[src/rtl/kwl_pkg.sv]
`default_nettype none
// ----------------------------------------------------------------------------
// kwl_pkg
// Shared types, constants and helper functions of the keyword token lexer.
// ----------------------------------------------------------------------------
package kwl_pkg;

  // Internal position counter width, and width of the position ports
  localparam int unsigned POS_WIDTH     = 16;
  localparam int unsigned OUT_POS_WIDTH = 16;
  localparam int unsigned TAG_WIDTH     = 5;

  // Depth of the token record queue between front and back
  localparam int unsigned FIFO_DEPTH = 4;
  localparam int unsigned FIFO_PTR_W = $clog2(FIFO_DEPTH);
  localparam int unsigned FIFO_CNT_W = $clog2(FIFO_DEPTH + 1);

  // Source bytes with a meaning of their own
  localparam logic [7:0] CH_NUL    = 8'h00;
  localparam logic [7:0] CH_TAB    = 8'h09;
  localparam logic [7:0] CH_LF     = 8'h0A;
  localparam logic [7:0] CH_CR     = 8'h0D;
  localparam logic [7:0] CH_SPACE  = 8'h20;
  localparam logic [7:0] CH_UNDER  = 8'h5F;
  localparam logic [7:0] CH_ZERO   = 8'h30;
  localparam logic [7:0] CH_NINE   = 8'h39;
  localparam logic [7:0] CH_UPPER_A = 8'h41;
  localparam logic [7:0] CH_UPPER_Z = 8'h5A;
  localparam logic [7:0] CH_LOWER_A = 8'h61;
  localparam logic [7:0] CH_LOWER_Z = 8'h7A;

  // Token tags
  typedef enum logic [TAG_WIDTH-1:0] {
    TAG_ILLEGAL = 5'd0,
    TAG_EOF     = 5'd1,
    TAG_IDENT   = 5'd2,
    TAG_INT     = 5'd3,
    TAG_FN      = 5'd4,
    TAG_LET     = 5'd5,
    TAG_ASSIGN  = 5'd6,
    TAG_PLUS    = 5'd7,
    TAG_COMMA   = 5'd8,
    TAG_SEMI    = 5'd9,
    TAG_LPAREN  = 5'd10,
    TAG_RPAREN  = 5'd11,
    TAG_LBRACE  = 5'd12,
    TAG_RBRACE  = 5'd13,
    TAG_BANG    = 5'd14,
    TAG_MINUS   = 5'd15,
    TAG_STAR    = 5'd16,
    TAG_SLASH   = 5'd17,
    TAG_LT      = 5'd18,
    TAG_GT      = 5'd19
  } tag_e;

  // One token as it leaves the block
  typedef struct packed {
    tag_e                     tag;
    logic [OUT_POS_WIDTH-1:0] start_pos;
    logic [OUT_POS_WIDTH-1:0] end_pos;
  } token_t;

  // Tokens caused by one source byte: one, or two when two is set
  typedef struct packed {
    logic   two;
    token_t tok0;
    token_t tok1;
  } record_t;

  // Single-byte token lookup; anything unlisted is illegal
  function automatic tag_e punct_tag(input logic [7:0] c);
    tag_e t;
    case (c)
      8'h3D:   t = TAG_ASSIGN;
      8'h2B:   t = TAG_PLUS;
      8'h2C:   t = TAG_COMMA;
      8'h3B:   t = TAG_SEMI;
      8'h28:   t = TAG_LPAREN;
      8'h29:   t = TAG_RPAREN;
      8'h7B:   t = TAG_LBRACE;
      8'h7D:   t = TAG_RBRACE;
      8'h21:   t = TAG_BANG;
      8'h2D:   t = TAG_MINUS;
      8'h2A:   t = TAG_STAR;
      8'h2F:   t = TAG_SLASH;
      8'h3C:   t = TAG_LT;
      8'h3E:   t = TAG_GT;
      default: t = TAG_ILLEGAL;
    endcase
    return t;
  endfunction

  // Characters of the keyword "fn"
  function automatic logic [7:0] kw_fn_char(input logic idx);
    return idx ? 8'h6E : 8'h66;
  endfunction

  // Characters of the keyword "let"
  function automatic logic [7:0] kw_let_char(input logic [1:0] idx);
    logic [7:0] c;
    case (idx)
      2'd0:    c = 8'h6C;
      2'd1:    c = 8'h65;
      2'd2:    c = 8'h74;
      default: c = 8'h00;
    endcase
    return c;
  endfunction

  // Saturating position increment
  function automatic logic [POS_WIDTH-1:0] sat_inc(input logic [POS_WIDTH-1:0] p);
    return (p == {POS_WIDTH{1'b1}}) ? p : p + POS_WIDTH'(1);
  endfunction

  // Low bits of a position as carried on the ports
  function automatic logic [OUT_POS_WIDTH-1:0] out_pos(input logic [POS_WIDTH-1:0] p);
    logic [63:0] ext;
    ext = 64'(p);
    return ext[OUT_POS_WIDTH-1:0];
  endfunction

endpackage
`default_nettype wire

[src/rtl/keyword_token_lexer.sv]
`default_nettype none
// ----------------------------------------------------------------------------
// keyword_token_lexer
// Streaming tokenizer: source bytes in, tagged tokens with positions out.
//
// Input channel: drive ch_i and push; a byte is taken on a clock edge with
// push high and full low. One byte per cycle is accepted for as long as the
// record queue has room.
// Result channel: while empty is low the oldest token sits on tag_o,
// start_pos_o, end_pos_o and last_o; pop high on an edge takes it. last_o
// marks the final token caused by one byte.
// Path: the record for a byte is written into the four-entry queue on the edge
// that takes the byte, and loads from there into the output stage.
// Throughput: one byte per cycle in while full is low; one token per cycle
// out while pop is high, so a byte that closes a run and is itself a token
// yields two. Continuing bytes and white space give no token of their own.
// Stall: if pop is held low the queue fills and full rises after five
// token-bearing bytes (one in the output stage, four queued); nothing is lost.
// Reset: rst_ni low clears the run state, position and queue at once.
// ----------------------------------------------------------------------------
module keyword_token_lexer
  import kwl_pkg::*;
(
  input  wire logic                clk_i,
  input  wire logic                rst_ni,
  input  wire logic                push,
  output logic                     full,
  input  wire logic [7:0]          ch_i,
  output logic                     empty,
  input  wire logic                pop,
  output logic [TAG_WIDTH-1:0]     tag_o,
  output logic [OUT_POS_WIDTH-1:0] start_pos_o,
  output logic [OUT_POS_WIDTH-1:0] end_pos_o,
  output logic                     last_o
);

  logic    accept;
  record_t rec;
  logic    rec_valid;
  logic    q_valid;
  record_t q_data;
  logic    q_pop;

  assign accept = push && !full;

  // Classification and run tracking
  kwl_front u_front (
    .clk_i       (clk_i),
    .rst_ni      (rst_ni),
    .accept_i    (accept),
    .ch_i        (ch_i),
    .rec_o       (rec),
    .rec_valid_o (rec_valid)
  );

  // Record queue
  kwl_fifo u_fifo (
    .clk_i      (clk_i),
    .rst_ni     (rst_ni),
    .wr_valid_i (rec_valid),
    .wr_data_i  (rec),
    .full_o     (full),
    .rd_pop_i   (q_pop),
    .rd_valid_o (q_valid),
    .rd_data_o  (q_data)
  );

  // Token output
  kwl_back u_back (
    .clk_i       (clk_i),
    .rst_ni      (rst_ni),
    .rd_valid_i  (q_valid),
    .rd_data_i   (q_data),
    .rd_pop_o    (q_pop),
    .pop         (pop),
    .empty       (empty),
    .tag_o       (tag_o),
    .start_pos_o (start_pos_o),
    .end_pos_o   (end_pos_o),
    .last_o      (last_o)
  );

endmodule
`default_nettype wire

[src/rtl/kwl_front.sv]
`default_nettype none
// ----------------------------------------------------------------------------
// kwl_front
// Classifies each source byte, tracks the open run and the position, and
// writes the tokens that the byte causes as one record into the queue.
// ----------------------------------------------------------------------------
module kwl_front
  import kwl_pkg::*;
(
  input  wire logic       clk_i,
  input  wire logic       rst_ni,
  input  wire logic       accept_i,
  input  wire logic [7:0] ch_i,
  output record_t         rec_o,
  output logic            rec_valid_o
);

  typedef enum logic [1:0] {
    MODE_NONE  = 2'd0,
    MODE_IDENT = 2'd1,
    MODE_INT   = 2'd2
  } mode_e;

  mode_e                mode_q, mode_d;
  logic [POS_WIDTH-1:0] run_start_q, run_start_d;
  logic [POS_WIDTH-1:0] pos_q, pos_d;
  logic [2:0]           run_len_q, run_len_d;
  logic [1:0]           hits_q, hits_d;

  logic                 word_ch, digit_ch, is_space;
  logic                 cont_ident, cont_int, run_open;
  logic [POS_WIDTH-1:0] pos_inc;
  logic [2:0]           base_len, id_len;
  logic [1:0]           base_hits, id_hits;
  logic                 fn_ok, let_ok;
  tag_e                 run_tag;
  token_t               run_tok, byte_tok;
  logic                 byte_tok_valid;

  // Byte classes
  always_comb begin
    word_ch  = (ch_i == CH_UNDER)
            || (ch_i >= CH_UPPER_A && ch_i <= CH_UPPER_Z)
            || (ch_i >= CH_LOWER_A && ch_i <= CH_LOWER_Z);
    digit_ch = (ch_i >= CH_ZERO && ch_i <= CH_NINE);
    is_space = (ch_i == CH_SPACE) || (ch_i == CH_TAB)
            || (ch_i == CH_CR) || (ch_i == CH_LF);
  end

  assign cont_ident = (mode_q == MODE_IDENT) && word_ch;
  assign cont_int   = (mode_q == MODE_INT) && digit_ch;
  assign run_open   = (mode_q == MODE_IDENT) || (mode_q == MODE_INT);
  assign pos_inc    = sat_inc(pos_q);

  // Keyword tracking for an identifier byte, on top of the open run or a fresh one
  always_comb begin
    base_len  = cont_ident ? run_len_q : 3'd0;
    base_hits = cont_ident ? hits_q : 2'b11;
    fn_ok     = (base_len < 3'd2) && (ch_i == kw_fn_char(base_len[0]));
    let_ok    = (base_len < 3'd3) && (ch_i == kw_let_char(base_len[1:0]));
    id_len    = (base_len < 3'd4) ? base_len + 3'd1 : base_len;
    id_hits   = base_hits & {let_ok, fn_ok};
  end

  // Tag of the run being closed
  always_comb begin
    if (mode_q == MODE_INT) begin
      run_tag = TAG_INT;
    end else if (run_len_q == 3'd2 && hits_q[0]) begin
      run_tag = TAG_FN;
    end else if (run_len_q == 3'd3 && hits_q[1]) begin
      run_tag = TAG_LET;
    end else begin
      run_tag = TAG_IDENT;
    end
    run_tok.tag       = run_tag;
    run_tok.start_pos = out_pos(run_start_q);
    run_tok.end_pos   = out_pos(pos_q);
  end

  // Token of the byte itself: end of input, punctuation or illegal
  always_comb begin
    if (ch_i == CH_NUL) begin
      byte_tok.tag     = TAG_EOF;
      byte_tok.end_pos = out_pos(pos_q);
    end else begin
      byte_tok.tag     = punct_tag(ch_i);
      byte_tok.end_pos = out_pos(pos_inc);
    end
    byte_tok.start_pos = out_pos(pos_q);
    byte_tok_valid     = !cont_ident && !cont_int
                      && ((ch_i == CH_NUL) || (!is_space && !word_ch && !digit_ch));
  end

  // Record for the queue
  always_comb begin
    rec_o.two   = run_open && byte_tok_valid;
    rec_o.tok0  = run_open ? run_tok : byte_tok;
    rec_o.tok1  = byte_tok;
    rec_valid_o = accept_i && !cont_ident && !cont_int && (run_open || byte_tok_valid);
  end

  // Run state and position update
  always_comb begin
    mode_d      = mode_q;
    run_start_d = run_start_q;
    pos_d       = pos_q;
    run_len_d   = run_len_q;
    hits_d      = hits_q;
    if (cont_ident) begin
      run_len_d = id_len;
      hits_d    = id_hits;
      pos_d     = pos_inc;
    end else if (cont_int) begin
      run_len_d = (run_len_q < 3'd4) ? run_len_q + 3'd1 : run_len_q;
      pos_d     = pos_inc;
    end else begin
      mode_d      = MODE_NONE;
      run_start_d = '0;
      run_len_d   = 3'd0;
      hits_d      = 2'b11;
      if (ch_i == CH_NUL) begin
        pos_d = '0;
      end else if (word_ch) begin
        mode_d      = MODE_IDENT;
        run_start_d = pos_q;
        run_len_d   = id_len;
        hits_d      = id_hits;
        pos_d       = pos_inc;
      end else if (digit_ch) begin
        mode_d      = MODE_INT;
        run_start_d = pos_q;
        run_len_d   = 3'd1;
        pos_d       = pos_inc;
      end else begin
        pos_d = pos_inc;
      end
    end
  end

  always_ff @(posedge clk_i or negedge rst_ni) begin
    if (!rst_ni) begin
      mode_q      <= MODE_NONE;
      run_start_q <= '0;
      pos_q       <= '0;
      run_len_q   <= 3'd0;
      hits_q      <= 2'b11;
    end else if (accept_i) begin
      mode_q      <= mode_d;
      run_start_q <= run_start_d;
      pos_q       <= pos_d;
      run_len_q   <= run_len_d;
      hits_q      <= hits_d;
    end
  end

endmodule
`default_nettype wire

[src/rtl/kwl_fifo.sv]
`default_nettype none
// ----------------------------------------------------------------------------
// kwl_fifo
// Short queue of token records between the front and the back.
// ----------------------------------------------------------------------------
module kwl_fifo
  import kwl_pkg::*;
(
  input  wire logic    clk_i,
  input  wire logic    rst_ni,
  input  wire logic    wr_valid_i,
  input  wire record_t wr_data_i,
  output logic         full_o,
  input  wire logic    rd_pop_i,
  output logic         rd_valid_o,
  output record_t      rd_data_o
);

  record_t               mem_q [FIFO_DEPTH];
  logic [FIFO_PTR_W-1:0] wr_ptr_q, rd_ptr_q;
  logic [FIFO_CNT_W-1:0] count_q;
  logic                  do_wr, do_rd;

  assign full_o     = (count_q == FIFO_CNT_W'(FIFO_DEPTH));
  assign rd_valid_o = (count_q != '0);
  assign rd_data_o  = mem_q[rd_ptr_q];
  assign do_wr      = wr_valid_i && !full_o;
  assign do_rd      = rd_pop_i && rd_valid_o;

  // Storage
  always_ff @(posedge clk_i) begin
    if (do_wr) begin
      mem_q[wr_ptr_q] <= wr_data_i;
    end
  end

  // Pointers and fill level
  always_ff @(posedge clk_i or negedge rst_ni) begin
    if (!rst_ni) begin
      wr_ptr_q <= '0;
      rd_ptr_q <= '0;
      count_q  <= '0;
    end else begin
      if (do_wr) begin
        wr_ptr_q <= (wr_ptr_q == FIFO_PTR_W'(FIFO_DEPTH - 1)) ? '0
                                                              : wr_ptr_q + FIFO_PTR_W'(1);
      end
      if (do_rd) begin
        rd_ptr_q <= (rd_ptr_q == FIFO_PTR_W'(FIFO_DEPTH - 1)) ? '0
                                                              : rd_ptr_q + FIFO_PTR_W'(1);
      end
      if (do_wr && !do_rd) begin
        count_q <= count_q + FIFO_CNT_W'(1);
      end else if (do_rd && !do_wr) begin
        count_q <= count_q - FIFO_CNT_W'(1);
      end
    end
  end

endmodule
`default_nettype wire

[src/rtl/kwl_back.sv]
`default_nettype none
// ----------------------------------------------------------------------------
// kwl_back
// Takes records from the queue and presents their tokens one at a time on
// the result ports, marking the final token of each record.
// ----------------------------------------------------------------------------
module kwl_back
  import kwl_pkg::*;
(
  input  wire logic                clk_i,
  input  wire logic                rst_ni,
  input  wire logic                rd_valid_i,
  input  wire record_t             rd_data_i,
  output logic                     rd_pop_o,
  input  wire logic                pop,
  output logic                     empty,
  output logic [TAG_WIDTH-1:0]     tag_o,
  output logic [OUT_POS_WIDTH-1:0] start_pos_o,
  output logic [OUT_POS_WIDTH-1:0] end_pos_o,
  output logic                     last_o
);

  record_t cur_q;
  logic    cur_valid_q;
  logic    second_q;
  logic    finish, advance;
  token_t  shown;

  // Current token
  assign shown       = second_q ? cur_q.tok1 : cur_q.tok0;
  assign tag_o       = shown.tag;
  assign start_pos_o = shown.start_pos;
  assign end_pos_o   = shown.end_pos;
  assign last_o      = second_q || !cur_q.two;
  assign empty       = !cur_valid_q;

  // Step to the second token, or load the next record
  assign advance  = cur_valid_q && pop && !second_q && cur_q.two;
  assign finish   = !cur_valid_q || (pop && last_o);
  assign rd_pop_o = finish && rd_valid_i;

  always_ff @(posedge clk_i or negedge rst_ni) begin
    if (!rst_ni) begin
      cur_valid_q <= 1'b0;
      second_q    <= 1'b0;
    end else if (advance) begin
      second_q <= 1'b1;
    end else if (finish) begin
      cur_valid_q <= rd_valid_i;
      second_q    <= 1'b0;
    end
  end

  // Record payload
  always_ff @(posedge clk_i) begin
    if (rd_pop_o) begin
      cur_q <= rd_data_i;
    end
  end

endmodule
`default_nettype wire

[config.mk]
export PLATFORM = sky130hd
export DESIGN_NAME = keyword_token_lexer
export DESIGN_NICKNAME = d
export VERILOG_FILES = /design/src/rtl/kwl_pkg.sv /design/src/rtl/keyword_token_lexer.sv /design/src/rtl/kwl_front.sv /design/src/rtl/kwl_fifo.sv /design/src/rtl/kwl_back.sv
export SDC_FILE = /design/constraint.sdc
export NUM_CORES = 1
export LEC_CHECK = 0
export ABC_CLOCK_PERIOD_IN_PS = 18300
export BUFFER_PORTS_ARGS = -buffer_cell sky130_fd_sc_hd__buf_4
export CORE_AREA = 2 2 172 174
export CTS_BUF_LIST = sky130_fd_sc_hd__clkbuf_16
export DETAILED_ROUTE_END_ITERATION = 10
export DIE_AREA = 0 0 174 176
export PLACE_DENSITY = 0.78
export SLEW_MARGIN = 30
export SYNTH_ARGS = -nofsm -noshare
export SYNTH_HDL_FRONTEND = slang
export SYNTH_SLANG_ARGS = --single-unit
[constraint.sdc]
create_clock -name clk_i -period 18.3 [get_ports clk_i]
set_clock_uncertainty 0.2 [all_clocks]
set_input_delay 2.745 -clock clk_i [delete_from_list [all_inputs] [get_ports clk_i]]
set_output_delay 2.745 -clock clk_i [all_outputs]
set_load 0.02 [all_outputs]
# After elaboration in Yosys (flattened, before gate mapping)

Memory sizes are Yosys's and may differ from the RTL's. A register that Yosys moved wholly into a read port is not among the register bits.
Index checks and enable logic that the tools add are counted.

Output and inout port bits: 40
Memories kept: 1
Input bits: 12
Register bits after elaboration: 48
Bits in writable memories: 300
Word-level logic and storage cells: 163

Equality and inequality tests: 33
Add/sub/neg operators: 7
Order comparisons: 10
Reduce and logical (&&, ||, !) cells: 57
Bitwise gates (word level): 4
Muxes and demuxes: 41

Memories:

| name         | depth | width | rd ports | clocked after Yosys merged registers in | wr ports | line           | source |
|---|---|---|---|---|---|---|---|
| u_fifo.mem_q | 4     | 75    | 1        | 1                                       | 1        | kwl_fifo.sv:19 | `record_t mem_q [FIFO_DEPTH];` |

Operator list:

| operator              | count |
|---|---|
| $mux 16               | 8 |
| $eq 8x6->1 const B    | 13 |
| $mux 37               | 2 |
| $pmux 5 s14           | 1 |
| $mux 3                | 10 |
| $logic_and 1x1->1     | 27 |
| $eq 8x4->1 const B    | 3 |
| $eq 8x7->1 const B    | 3 |
| $pmux 7 s3            | 1 |
| $mux 2                | 10 |
| $add 16x1->16 const B | 1 |
| $eq 16x16->1 const B  | 1 |
| $ge 8x7->1 const B    | 2 |
| $le 8x7->1 const B    | 2 |
| $mux 5                | 3 |
| $logic_not 1->1       | 11 |
| $logic_or 1x1->1      | 10 |
| $add 3x1->3 const B   | 3 |
| $eq 2x2->1 const B    | 4 |
| $eq 8x7->1            | 1 |
| $eq 8x8->1            | 1 |
| $ge 8x6->1 const B    | 1 |
| $le 8x6->1 const B    | 1 |
| $logic_not 8->1       | 1 |
| 18 further kinds      | 32 |

# Logic depth before layout (Yosys ltp)

Gate-level depths: netlist of the first run.

Depth after elaboration: 16
Mapped depth: 11

# By module

A second synthesis of the first run with hierarchy kept.

Cell total of the unflattened synthesis: 966
Area total of the unflattened synthesis: 17503.0 µm²

Modules (own cells, without submodules):

| module              | area each (µm²) | instances | seq. area each (µm²) | cells an instance |
|---|---|---|---|---|
| kwl_fifo            | 11287.1         | 1         | 9183.8               | 429 |
| kwl_front           | 3389.5          | 1         | 978.4                | 408 |
| kwl_back            | 2812.7          | 1         | 2302.2               | 128 |
| keyword_token_lexer | 13.8            | 1         | 0.0                  | 1 |

# Worst setup path after synthesis of the first run

Ideal clock, no wire load.

Kind: input to register
Start point: in pop
End point: reg u_fifo.count_q[1]
Cell stages on the path: 7
Data required time: 17975 ps
Data arrival time: 7878 ps
Slack: 10097 ps
Setup time: 125 ps
Cells stage by stage: nand2_1 > a21oi_1 > inv_1 > ha_1 > inv_1 > fa_1 > mux2_2

Cells in the longest elaborated chain, start to end: 7
Elaborated cells between the ends (all ways): 9
Classes of those cells: 1 x mux; 8 x reduce/logical

Ends and longest elaborated chain:

| item                                               | line                      | source |
|---|---|---|
| from (decl)                                        | keyword_token_lexer.sv:30 | `input wire logic pop,` |
| $logic_and 1x1->1 (*)                              | kwl_back.sv:39            | `assign finish = !cur_valid_q \|\| (pop && last_o);` |
| $logic_or 1x1->1 (*)                               | kwl_back.sv:39            |  |
| $logic_and 1x1->1 (*)                              | kwl_back.sv:40            | `assign rd_pop_o = finish && rd_valid_i;` |
| net q_pop                                          | keyword_token_lexer.sv:42 | `logic q_pop;` |
| $logic_and 1x1->1 (*)                              | kwl_fifo.sv:28            | `assign do_rd = rd_pop_i && rd_valid_o;` |
| $logic_not 1->1                                    | kwl_fifo.sv:52            | `if (do_wr && !do_rd) begin` |
| $logic_and 1x1->1                                  | kwl_fifo.sv:52            |  |
| $mux 3 / $reduce_bool 2->1 (equally long branches) | --                        |  |
| to (signal assigned)                               | kwl_fifo.sv:53            | `count_q <= count_q + FIFO_CNT_W'(1);` |
| to (signal assigned)                               | kwl_fifo.sv:55            | `count_q <= count_q - FIFO_CNT_W'(1);` |
| to (decl)                                          | kwl_fifo.sv:21            | `logic [FIFO_CNT_W-1:0] count_q;` |

Mark *: on every way through the listed nets, which the timed path passes. The rest lies on a longest branch.
A chain may end at the register's enable or synchronous reset.

# Final worst setup path of the first run

Start point: in ch_i[1]
End point: mem u_fifo.mem_q[1][5] (netlist bit) (enable)

Cells in the longest elaborated chain, start to end: 14
Elaborated cells between the ends (all ways): 39
Classes of those cells: 6 x order compare; 5 x eq/ne; 2 x mux; 26 x reduce/logical

Ends and longest elaborated chain:

| item                                                         | line                             | source |
|---|---|---|
| from (decl)                                                  | keyword_token_lexer.sv:28        | `input wire logic [7:0] ch_i,` |
| $ge 8x7->1 (tied with other cells)                           | kwl_front.sv:43                  | `\|\| (ch_i >= CH_UPPER_A && ch_i <= CH_UPPER_Z)` |
| $logic_and 1x1->1 / $logic_or 1x1->1 (equally long branches) | kwl_front.sv:43, kwl_front.sv:46 |  |
| $logic_or 1x1->1, on equally long branches                   | kwl_front.sv:43, kwl_front.sv:47 |  |
| $logic_or 1x1->1, on equally long branches                   | kwl_front.sv:44, kwl_front.sv:47 |  |
| $logic_not 1->1                                              | kwl_front.sv:92                  | `&& ((ch_i == CH_NUL) \|\| (!is_space && !word_ch && !digit_ch));` |
| $logic_and 1x1->1 (2 in a row)                               | kwl_front.sv:92                  |  |
| $logic_or 1x1->1                                             | kwl_front.sv:92                  |  |
| $logic_and 1x1->1                                            | kwl_front.sv:92                  |  |
| $logic_or 1x1->1                                             | kwl_front.sv:100                 | `rec_valid_o = accept_i && !cont_ident && !cont_int && (run_open \|\| byte_tok_valid);` |
| $logic_and 1x1->1 (*)                                        | kwl_front.sv:100                 |  |
| $logic_and 1x1->1 (*)                                        | kwl_fifo.sv:27                   | `assign do_wr = wr_valid_i && !full_o;` |
| net u_fifo.do_wr                                             | kwl_fifo.sv:22                   | `logic do_wr, do_rd;` |
| $mux 1 (*)                                                   | kwl_fifo.sv:32                   | `if (do_wr) begin` |
| $mux 1 (implied by the code) (*)                             | kwl_fifo.sv:33                   | `mem_q[wr_ptr_q] <= wr_data_i;` |
| to (decl)                                                    | kwl_fifo.sv:19                   |  |

Marks and branches as above.

==> out/results.tsv, run 1 <==
metric	value	unit
rr_worst_depth	6	
first_pass_iters	5	
clk_pin_slew	60	ps
die_h	176	microns
fin_crit_sh	30.2	%
worstPathArrival	5470	ps
core	28500	sq um
grt_setup_unrepaired	no	
antenna_found_initial	0	
drv_slew	0	
holdWs	271	ps
whs_endpoint	u_front.hits_q[1]	
worst-path-max-fanout	59	
dpl_cell_area	18100	sq um
r2r_end	u_fifo.mem_q[1][5]	
syn_area	17300	sq um
clock_latency	530	ps
maxCapViolations	0	
num_vias	8717	
grt_overflow	0	
antenna_left	0	
fin_cells	1420	
ys_ff_latch	423	
crit_path_end_kind	flip-flop	
fmax	0.181	GHz
power_density	164	nW/um^2
multiInputGateArea	4570	sq um
critPathKind	in2reg	
utilization	67.6	%
timing.rr.start	u_fifo.count_q[2]	
clock-sinks	423	
synth_area_leader_cell	edfxtp_1	
h-tree-depth	2	
layout-drive-gt1-share	27.2	%
hold_viol_final	0	
cts_tree	built	
dp_hpwl	18400	microns
track_usage	21.4	%
ir_drop	136	uV
rows	62	
drtIter0Drc	906	
routed_wl	31600	microns
async_flop_share	11.3	%
die_x	174	microns
seq_area	12500	sq um
grt_pass1_wl	50300	microns
setup_viol	0	
yosysSeqAreaShare	71.9	%
whs_path_depth	2	
fin_crit	5530	ps
nFillCells	1928	
cts_root_buffer	clkbuf_16	
postSynthCellCount	954	
fin_setup_tns	0	ps
report.power.total	3.17	mW
port_buffers	51	
synth.area.top_cells	edfxtp_1, mux4_2, dfrtp_1	
rrSetupSlack	14530	ps
pre_cts_ws	12200	ps
postSynthAreaPerCell	18.2	sq um
yosys_warnings	0	
boundaryPins	52	
p_leak	6.73	nW
globalplace.congestion	0.865	
min_from	u_front.hits_q[1]	
start_util	60.8	%
die-area	30600	sq um
worst_slew_pin_slew	964	ps
syn_to_final_growth	11.3	%
hp-class	reg2reg	
setup_slack	12770	ps
nets	1029	
required	18240	ps
grt_pass1_vias	8956	
ys.flop_type	edfxtp_1	
synth.distinct_cells	71	
post-cts-setup-buffers	0	
drc	0	
post_cts_resized	0	
final_cell_area	19300	sq um
clk_path_buf_depth	3	
synth_edf_count	375	
numCtsBuffers	41	
synth_nets	980	
grt_max_degree	69	
cp-start-kind	input pin	
placed_cells	1344	
status	finished, final reports clean	
synth.top_cell.area_share	64.9	%
viasPerCell	6.14	
antenna_cells	0	
cts_hold_buf	0	
wl_per_cell	22.2	microns
slew_headroom	35.7	%
where the power goes:
group	internal, mW	switching (mW)	leakage [nW]
clock network	0.424	0.330	0.667
registers	1.42	0.156	4.12
logic	0.390	0.446	1.94
total	2.24	0.932	6.73
cell usage in the layout (no fill, tap or decap), drive strengths merged, types with 7 or more instances in the layout:
master	n
buf	64
mux4	75
xnor2	12
nand2b	9
mux2	65
ha	13
dfrtp	46
nand3	22
and2	7
a21oi	22
edfxtp	375
inv	37
clkbuf	43
a22o	21
nor2	36
xor2	14
nand4	7
nor3	13
clkinv	13
nand2	33
o21ai	30
how the worst max path moves through the flow:
stage,startpoint,endpoint,depth (start not counted)
4_1_cts,ch_i[1],u_fifo.mem_q[1][53],7
6_report,ch_i[1],u_fifo.mem_q[1][5],7
2_1_floorplan,pop,u_fifo.count_q[1],7
5_1_grt,push,u_fifo.mem_q[1][44],7
3_5_place_dp,ch_i[1],u_fifo.mem_q[1][59],7
3_3_place_gp,ch_i[1],u_fifo.mem_q[0][21],7
state kept, by name, summed over array words and instances (netlist names):
| name | count |
|---|---|
| u_fifo.mem_q | 300 |
| u_back.cur_q | 75 |
| u_front.pos_q | 16 |
| u_front.run_start_q | 16 |
| u_fifo.count_q | 3 |
| u_front.run_len_q | 3 |
| u_fifo.rd_ptr_q | 2 |
| u_fifo.wr_ptr_q | 2 |
| u_front.hits_q | 2 |
| u_front.mode_q | 2 |
| u_back.cur_valid_q | 1 |
| u_back.second_q | 1 |
layout make-up:
| class | count | area share [%] |
|---|---|---|
| clock buffer | 43 | 5.58 |
| clock inverter | 33 | 0.752 |
| inverter | 18 | 0.350 |
| multi-input combinational | 455 | 23.7 |
| sequential | 423 | 64.6 |
| tap | 384 | 2.49 |
| timing repair buffer | 64 | 2.51 |
synthesized netlist by cell type (9+ instances only):
cell,number
buf_2,18
nor3_1,11
edfxtp_1,375
clkbuf_1,26
xnor2_1,12
nor2_1,36
mux2_2,62
nand2b_1,9
inv_1,18
mux4_2,75
nand3_1,20
xor2_1,14
nand2_1,32
a21oi_1,21
o21ai_0,26
a22o_1,21
ha_1,13
dfrtp_1,46
per-layer routing:
metal | track usage [%] | vias up | share of wire [%]
li1 | - | 3888 | -
met5 | 0 | - | 0
met3 | 3.29 | 48 | 5.3
met2 | 37.2 | 306 | 52
met4 | 6.09 | 0 | 1.9
met1 | 28.6 | 4475 | 41
logic make-up after synthesis:
kind of cell,count (synthesis),synth area share [%]
AO/OA/AOI/OAI,112,4.67
XOR/XNOR,26,1.31
adder cells (fa/ha/maj),14,1.05
buffers and inverters,76,1.95
flip-flops,423,71.9
multiplexers,145,14.3
AND/OR/NAND/NOR,158,4.85
worst max-delay path, stage by stage:
cell and delay (ps):
buf_4 160, or4_4 590, o21ai_4 210, o21ai_2 100
o32ai_4 450, and2_4 410, buf_4 750
Power figures use the tool's default switching activity.
==> run 2, diff against run 1 <==
--- a/config.mk
+++ b/config.mk
@@ -5,7 +5,7 @@
 export SDC_FILE = /design/constraint.sdc
 export NUM_CORES = 1
 export LEC_CHECK = 0
-export ABC_CLOCK_PERIOD_IN_PS = 18300
+export ABC_CLOCK_PERIOD_IN_PS = 5300
 export BUFFER_PORTS_ARGS = -buffer_cell sky130_fd_sc_hd__buf_4
 export CORE_AREA = 2 2 172 174
 export CTS_BUF_LIST = sky130_fd_sc_hd__clkbuf_16
==> constraint.sdc (replaced) <==
create_clock -name clk_i -period 5.3 [get_ports clk_i]
set_clock_uncertainty 0.2 [all_clocks]
set_input_delay 0.795 -clock clk_i [delete_from_list [all_inputs] [get_ports clk_i]]
set_output_delay 0.795 -clock clk_i [all_outputs]
set_load 0.02 [all_outputs]
==> run 2 against run 1 <==
- critical path depth is 1 lower
- global-route usage about the same
- non-clock buffer count rose by 1
- sequential cell count stayed put
- sequential power rose to 3.4 times the previous value
- combinational power rose to 3.5 times the previous value
- count of clock-buffer cells in the layout is 2 higher
- wire length is 1.9% higher
- via count rose by 0.23%
- largest cell class unchanged
- core utilization increased by 0.54 points
- final area is 0.80% higher
==> out/results.tsv, run 2 (synthesis results as in run 1) <==
metric	value	unit	change
p_leak	6.75	nW	was 6.73 nW
r2r_end	u_fifo.mem_q[3][21]		was u_fifo.mem_q[1][5]
antenna_cells	0		unchanged
wl_per_cell	22.6	microns	was 22.2 microns
start_util	60.8	%	unchanged
fin_crit	3510	ps	
post-cts-setup-buffers	0		unchanged
rows	62		unchanged
h-tree-depth	2		unchanged
globalplace.congestion	0.829		was 0.865
worst-path-max-fanout	39		was 59
power_density	575	nW/um^2	was 164 nW/um^2
antenna_found_initial	0		unchanged
num_vias	8737		was 8717
largest_reg_flops	300		unchanged
grt_overflow	0		unchanged
syn_to_final_growth	12.2	%	was 11.3%
cts_root_buffer	clkbuf_16		unchanged
highest_layer	met4		unchanged
clk_pin_slew	70	ps	was 60 ps
cts_tree	built		unchanged
worstPathArrival	3510	ps	was 5470 ps
grt_setup_unrepaired	no		unchanged
fin_setup_tns	0	ps	unchanged
post_cts_resized	0		unchanged
timing.rr.start	u_fifo.count_q[2]		unchanged
die-area	30600	sq um	unchanged
rrSetupSlack	1790	ps	was 14530 ps
hp-class	in2async		was reg2reg
biggestRegsByFlops	u_fifo.mem_q: 300 flops, u_back.cur_q: 75 flops		unchanged
required	5310	ps	was 18240 ps
ir_drop	451	uV	was 136 uV
die_x	174	microns	unchanged
nets	1031		was 1029
setup_viol	0		unchanged
clk_path_buf_depth	3		unchanged
wl_met1	13000	microns	was 12800 microns
drv_slew	0		unchanged
track_usage	21.4	%	about the same
dp_hpwl	18500	microns	was 18400 microns
port_buffers	51		unchanged
layout_commonest_cell	edfxtp_1		unchanged
rr_worst_depth	6		unchanged
slew_headroom	49.7	%	was 35.7%
core	28500	sq um	unchanged
cp-start-kind	flip-flop		was input pin
antenna_left	0		unchanged
numCtsBuffers	42		was 41
worst_slew_pin_slew	752	ps	was 964 ps
hold_viol_final	0		unchanged
boundaryPins	52		unchanged
maxCapViolations	0		unchanged
top_register	u_fifo.mem_q		unchanged
layout-drive-gt1-share	27.6	%	was 27.2%
crit_path_end_kind	flip-flop		unchanged
grt_pass1_vias	8991		was 8956
fin_crit_sh	66.1	%	
critPathKind	reg2reg		was in2reg
clock_latency	530	ps	about the same
final_cell_mix	edfxtp_1, mux4_2, mux2_2		was edfxtp_1, mux4_2, buf_4
grt_pass1_wl	50300	microns	about the same
fmax	0.285	GHz	
wl_met3	1780	microns	was 1690 microns
drc	0		unchanged
grt_max_degree	78		was 69
viasPerCell	6.14		about the same
first_pass_iters	7		was 5
holdWs	80.0	ps	was 271 ps
routed_wl	32200	microns	was 31600 microns
wl_met2	16700	microns	was 16400 microns
drtIter0Drc	890		was 906
cts_hold_buf	0		unchanged
die_h	176	microns	unchanged
status	finished, final reports clean		unchanged
clock-sinks	423		unchanged
==> run 2: cell types whose count changed in the layout (fill, tap and decap cells not counted) <==
cell	before	now
clkinv_2	6	5
buf_12	0	4
clkinv_1	6	11
clkinvlp_4	1	3
buf_4	63	60
bufinv_16	0	2
clkinv_4	1	0
inv_1	36	28
dfrtp_4	3	2
dfrtp_2	0	1
clkbuf_16	43	45
==> run 2: stage by stage <==
stage          instance area (sq um)  cells  worst slack (ps)  util, %  total power, mW
3_3_place_gp                   18100   1345              1490     63.5             8.36
2_1_floorplan                  17300    954               822        -             7.44
5_1_grt                        19500   1422              1530     68.1             11.7
3_5_place_dp                   18100   1345              1480     63.5             8.48
6_report                       19500   1422              1790     68.1             11.2
4_1_cts                        19400   1422              1840     68.1             11.3
==> run 2: power breakdown <==
part           leakage (nW)  switching, mW  total [mW]  internal, mW
Sequential             4.12          0.496        5.41          4.91
Clock                 0.678           1.18        2.80          1.63
Combinational          1.96           1.59        2.96          1.37
Total                  6.75           3.26        11.2          7.91
==> run 2: layout make-up <==
class / instances / area (sq um)
Multi-Input combinational cell: 455 / 4570
Inverter: 18 / 67.6
Tap cell: 384 / 480
Sequential cell: 423 / 12500
Timing Repair Buffer: 65 / 542
Fill cell: 1854 / 9090
Clock inverter: 32 / 195
Clock buffer: 45 / 1130
==> run 2: worst max-delay path, cell delays in order (launching register included) <==
cell     delay [ps]
dfrtp_1         390
nor3b_1         200
nor2_1          590
nand2_1         290
o32ai_4         500
and2_4          650
buf_12          330
==> run 2: layer usage <==
layer | global-route usage, % | up-vias
met5 | 0 | -
met4 | 6.44 | 0
met3 | 3.49 | 54
met2 | 37.0 | 302
met1 | 28.4 | 4489
li1 | - | 3892
==> run 2: how the worst max path moves through the flow <==
stage / slack [ps] / cells past startpoint / end / from
finish: 1790 / 6 / u_fifo.mem_q[3][21] / u_fifo.count_q[2]
global route: 1530 / 6 / u_fifo.mem_q[3][21] / u_fifo.count_q[2]
CTS: 1840 / 5 / u_fifo.mem_q[1][1] / u_front.pos_q[0]
detailed placement: 1480 / 7 / u_fifo.mem_q[3][56] / ch_i[1]
global placement: 1490 / 7 / u_fifo.mem_q[3][58] / ch_i[1]
floorplan: 820 / 6 / u_fifo.mem_q[1][0] / ch_i[5]
==> run 3, diff against run 2 <==
--- a/config.mk
+++ b/config.mk
@@ -5,7 +5,7 @@
 export SDC_FILE = /design/constraint.sdc
 export NUM_CORES = 1
 export LEC_CHECK = 0
-export ABC_CLOCK_PERIOD_IN_PS = 5300
+export ABC_CLOCK_PERIOD_IN_PS = 3600
 export BUFFER_PORTS_ARGS = -buffer_cell sky130_fd_sc_hd__buf_4
 export CORE_AREA = 2 2 172 174
 export CTS_BUF_LIST = sky130_fd_sc_hd__clkbuf_16
==> constraint.sdc (replaced) <==
create_clock -name clk_i -period 3.6 [get_ports clk_i]
set_clock_uncertainty 0.2 [all_clocks]
set_input_delay 0.54 -clock clk_i [delete_from_list [all_inputs] [get_ports clk_i]]
set_output_delay 0.54 -clock clk_i [all_outputs]
set_load 0.02 [all_outputs]
==> run 3 against run 2 <==
- via count increased by 1.6%
- sequential share of layout area decreased by 0.89 points
- worst hold slack got worse by 34 ps
- cell count increased by 1.8%
==> out/results.tsv, run 3 (synthesis results as in run 1) <==
metric	value	unit	change
num_vias	8874		was 8737
largest_reg_flops	300		unchanged
syn_to_final_growth	13.7	%	was 12.2%
report.power.total	16.6	mW	was 11.2 mW
worst_slew_pin_slew	802	ps	was 752 ps
rrSetupSlack	220	ps	was 1790 ps
p_leak	6.91	nW	was 6.75 nW
grt_pass1_wl	51200	microns	was 50300 microns
nets	1058		was 1031
slew_headroom	46.5	%	was 49.7%
cts_root_buffer	clkbuf_16		unchanged
port_buffers	51		unchanged
die_x	174	microns	unchanged
drv_slew	0		unchanged
core	28500	sq um	unchanged
track_usage	21.8	%	was 21.4%
power_density	840	nW/um^2	was 575 nW/um^2
setup_viol	0		unchanged
globalplace.congestion	0.883		was 0.829
routed_wl	32600	microns	was 32200 microns
clock-sinks	423		unchanged
numCtsBuffers	42		unchanged
grt_setup_unrepaired	no		unchanged
layout-drive-gt1-share	29.7	%	was 27.6%
antenna_found_initial	0		unchanged
fin_crit_sh	93.8	%	was 66.1%
clock_latency	530	ps	about the same
dp_hpwl	19400	microns	was 18500 microns
critPathKind	reg2reg		unchanged
worst-path-max-fanout	11		was 39
h-tree-depth	2		unchanged
required	3680	ps	was 5310 ps
die-area	30600	sq um	unchanged
placed_cells	1371		was 1345
die_h	176	microns	unchanged
cts_tree	built		unchanged
drc	0		unchanged
clk_path_buf_depth	3		unchanged
clk_pin_slew	60	ps	was 70 ps
biggestRegsByFlops	u_fifo.mem_q: 300 flops, u_back.cur_q: 75 flops		unchanged
fin_cells	1448		was 1422
antenna_cells	0		unchanged
first_pass_iters	5		was 7
antenna_left	0		unchanged
wl_per_cell	22.5	microns	was 22.6 microns
layout_commonest_cell	edfxtp_1		unchanged
cp-start-kind	flip-flop		unchanged
viasPerCell	6.13		was 6.14
final_cell_mix	edfxtp_1, buf_4, mux4_2		was edfxtp_1, mux4_2, mux2_2
fmax	0.296	GHz	was 0.285 GHz
worstPathArrival	3460	ps	was 3510 ps
boundaryPins	52		unchanged
status	finished, final reports clean		unchanged
grt_pass1_vias	8932		was 8991
top_register	u_fifo.mem_q		unchanged
drtIter0Drc	910		was 890
fin_setup_tns	0	ps	unchanged
fin_crit	3380	ps	was 3510 ps
ir_drop	522	uV	was 451 uV
grt_overflow	0		unchanged
rows	62		unchanged
start_util	60.8	%	unchanged
grt_max_degree	78		unchanged
crit_path_end_kind	flip-flop		unchanged
post_cts_resized	0		unchanged
cts_hold_buf	1		was 0
hold_viol_final	0		unchanged
hp-class	in2reg		was in2async
maxCapViolations	0		unchanged
post-cts-setup-buffers	0		unchanged
==> run 3: changes by cell type in the layout (fill, tap and decap cells not counted), sizes merged <==
cell	change
buf	+26
clkinvlp	-1
clkinv	+4
clkbuf	-3
dlygate4sd3	+1
inv	-1
==> run 3: report_power, final <==
part | internal, mW | switching (mW) | leakage, nW
Combinational | 2.19 | 2.53 | 2.13
Sequential | 7.23 | 0.609 | 4.12
Clock | 2.27 | 1.73 | 0.658
Total | 11.7 | 4.87 | 6.91
==> run 3: final timing paths <==
check,startpoint,to,cells after the start
setup / recovery,u_front.pos_q[0],u_fifo.mem_q[2][43],6
hold / removal,pop,u_back.second_q,3
setup reg to reg,u_front.pos_q[0],u_fifo.mem_q[2][43],6
hold reg to reg,u_front.hits_q[1],u_front.hits_q[1],2
max in group asynchronous,rst_ni,u_fifo.rd_ptr_q[0],2
min in group asynchronous,rst_ni,u_front.run_len_q[2],2
==> run 3: per-stage QoR <==
stage	area, sq um	util [%]	hold slack [ps]	worst slack, ps
detailed placement	18400	64.6	258	289
finish	19700	69.1	46.3	222
global route	19700	69.1	44.9	74.8
floorplan	17400	-	44.4	125
CTS	19700	69.1	33.7	251
global placement	18400	64.6	265	360
==> run 3: cell type report <==
cell class	count	area [sq um]
Inverter	18	67.6
Timing Repair Buffer	92	872
Multi-Input combinational cell	455	4560
Sequential cell	423	12500
Fill cell	1835	8820
Tap cell	384	480
Clock buffer	42	1050
Clock inverter	34	223
==> run 3: per-layer routing <==
metal	share of wire [%]	track usage (%)	routed length, microns	vias to the layer above
li1	-	-	-	3966
met2	52	37.0	16900	319
met4	2.1	5.99	673	0
met3	5.6	3.53	1830	50
met5	0	0	0	-
met1	40	29.9	13200	4539
==> run 3: worst max-delay path: stages (launching register included) <==
cell,delay (ps)
dfrtp_1,610
ha_1,370
nand3_2,120
or4_1,690
o211ai_2,570
nor2_1,150
xor2_1,420
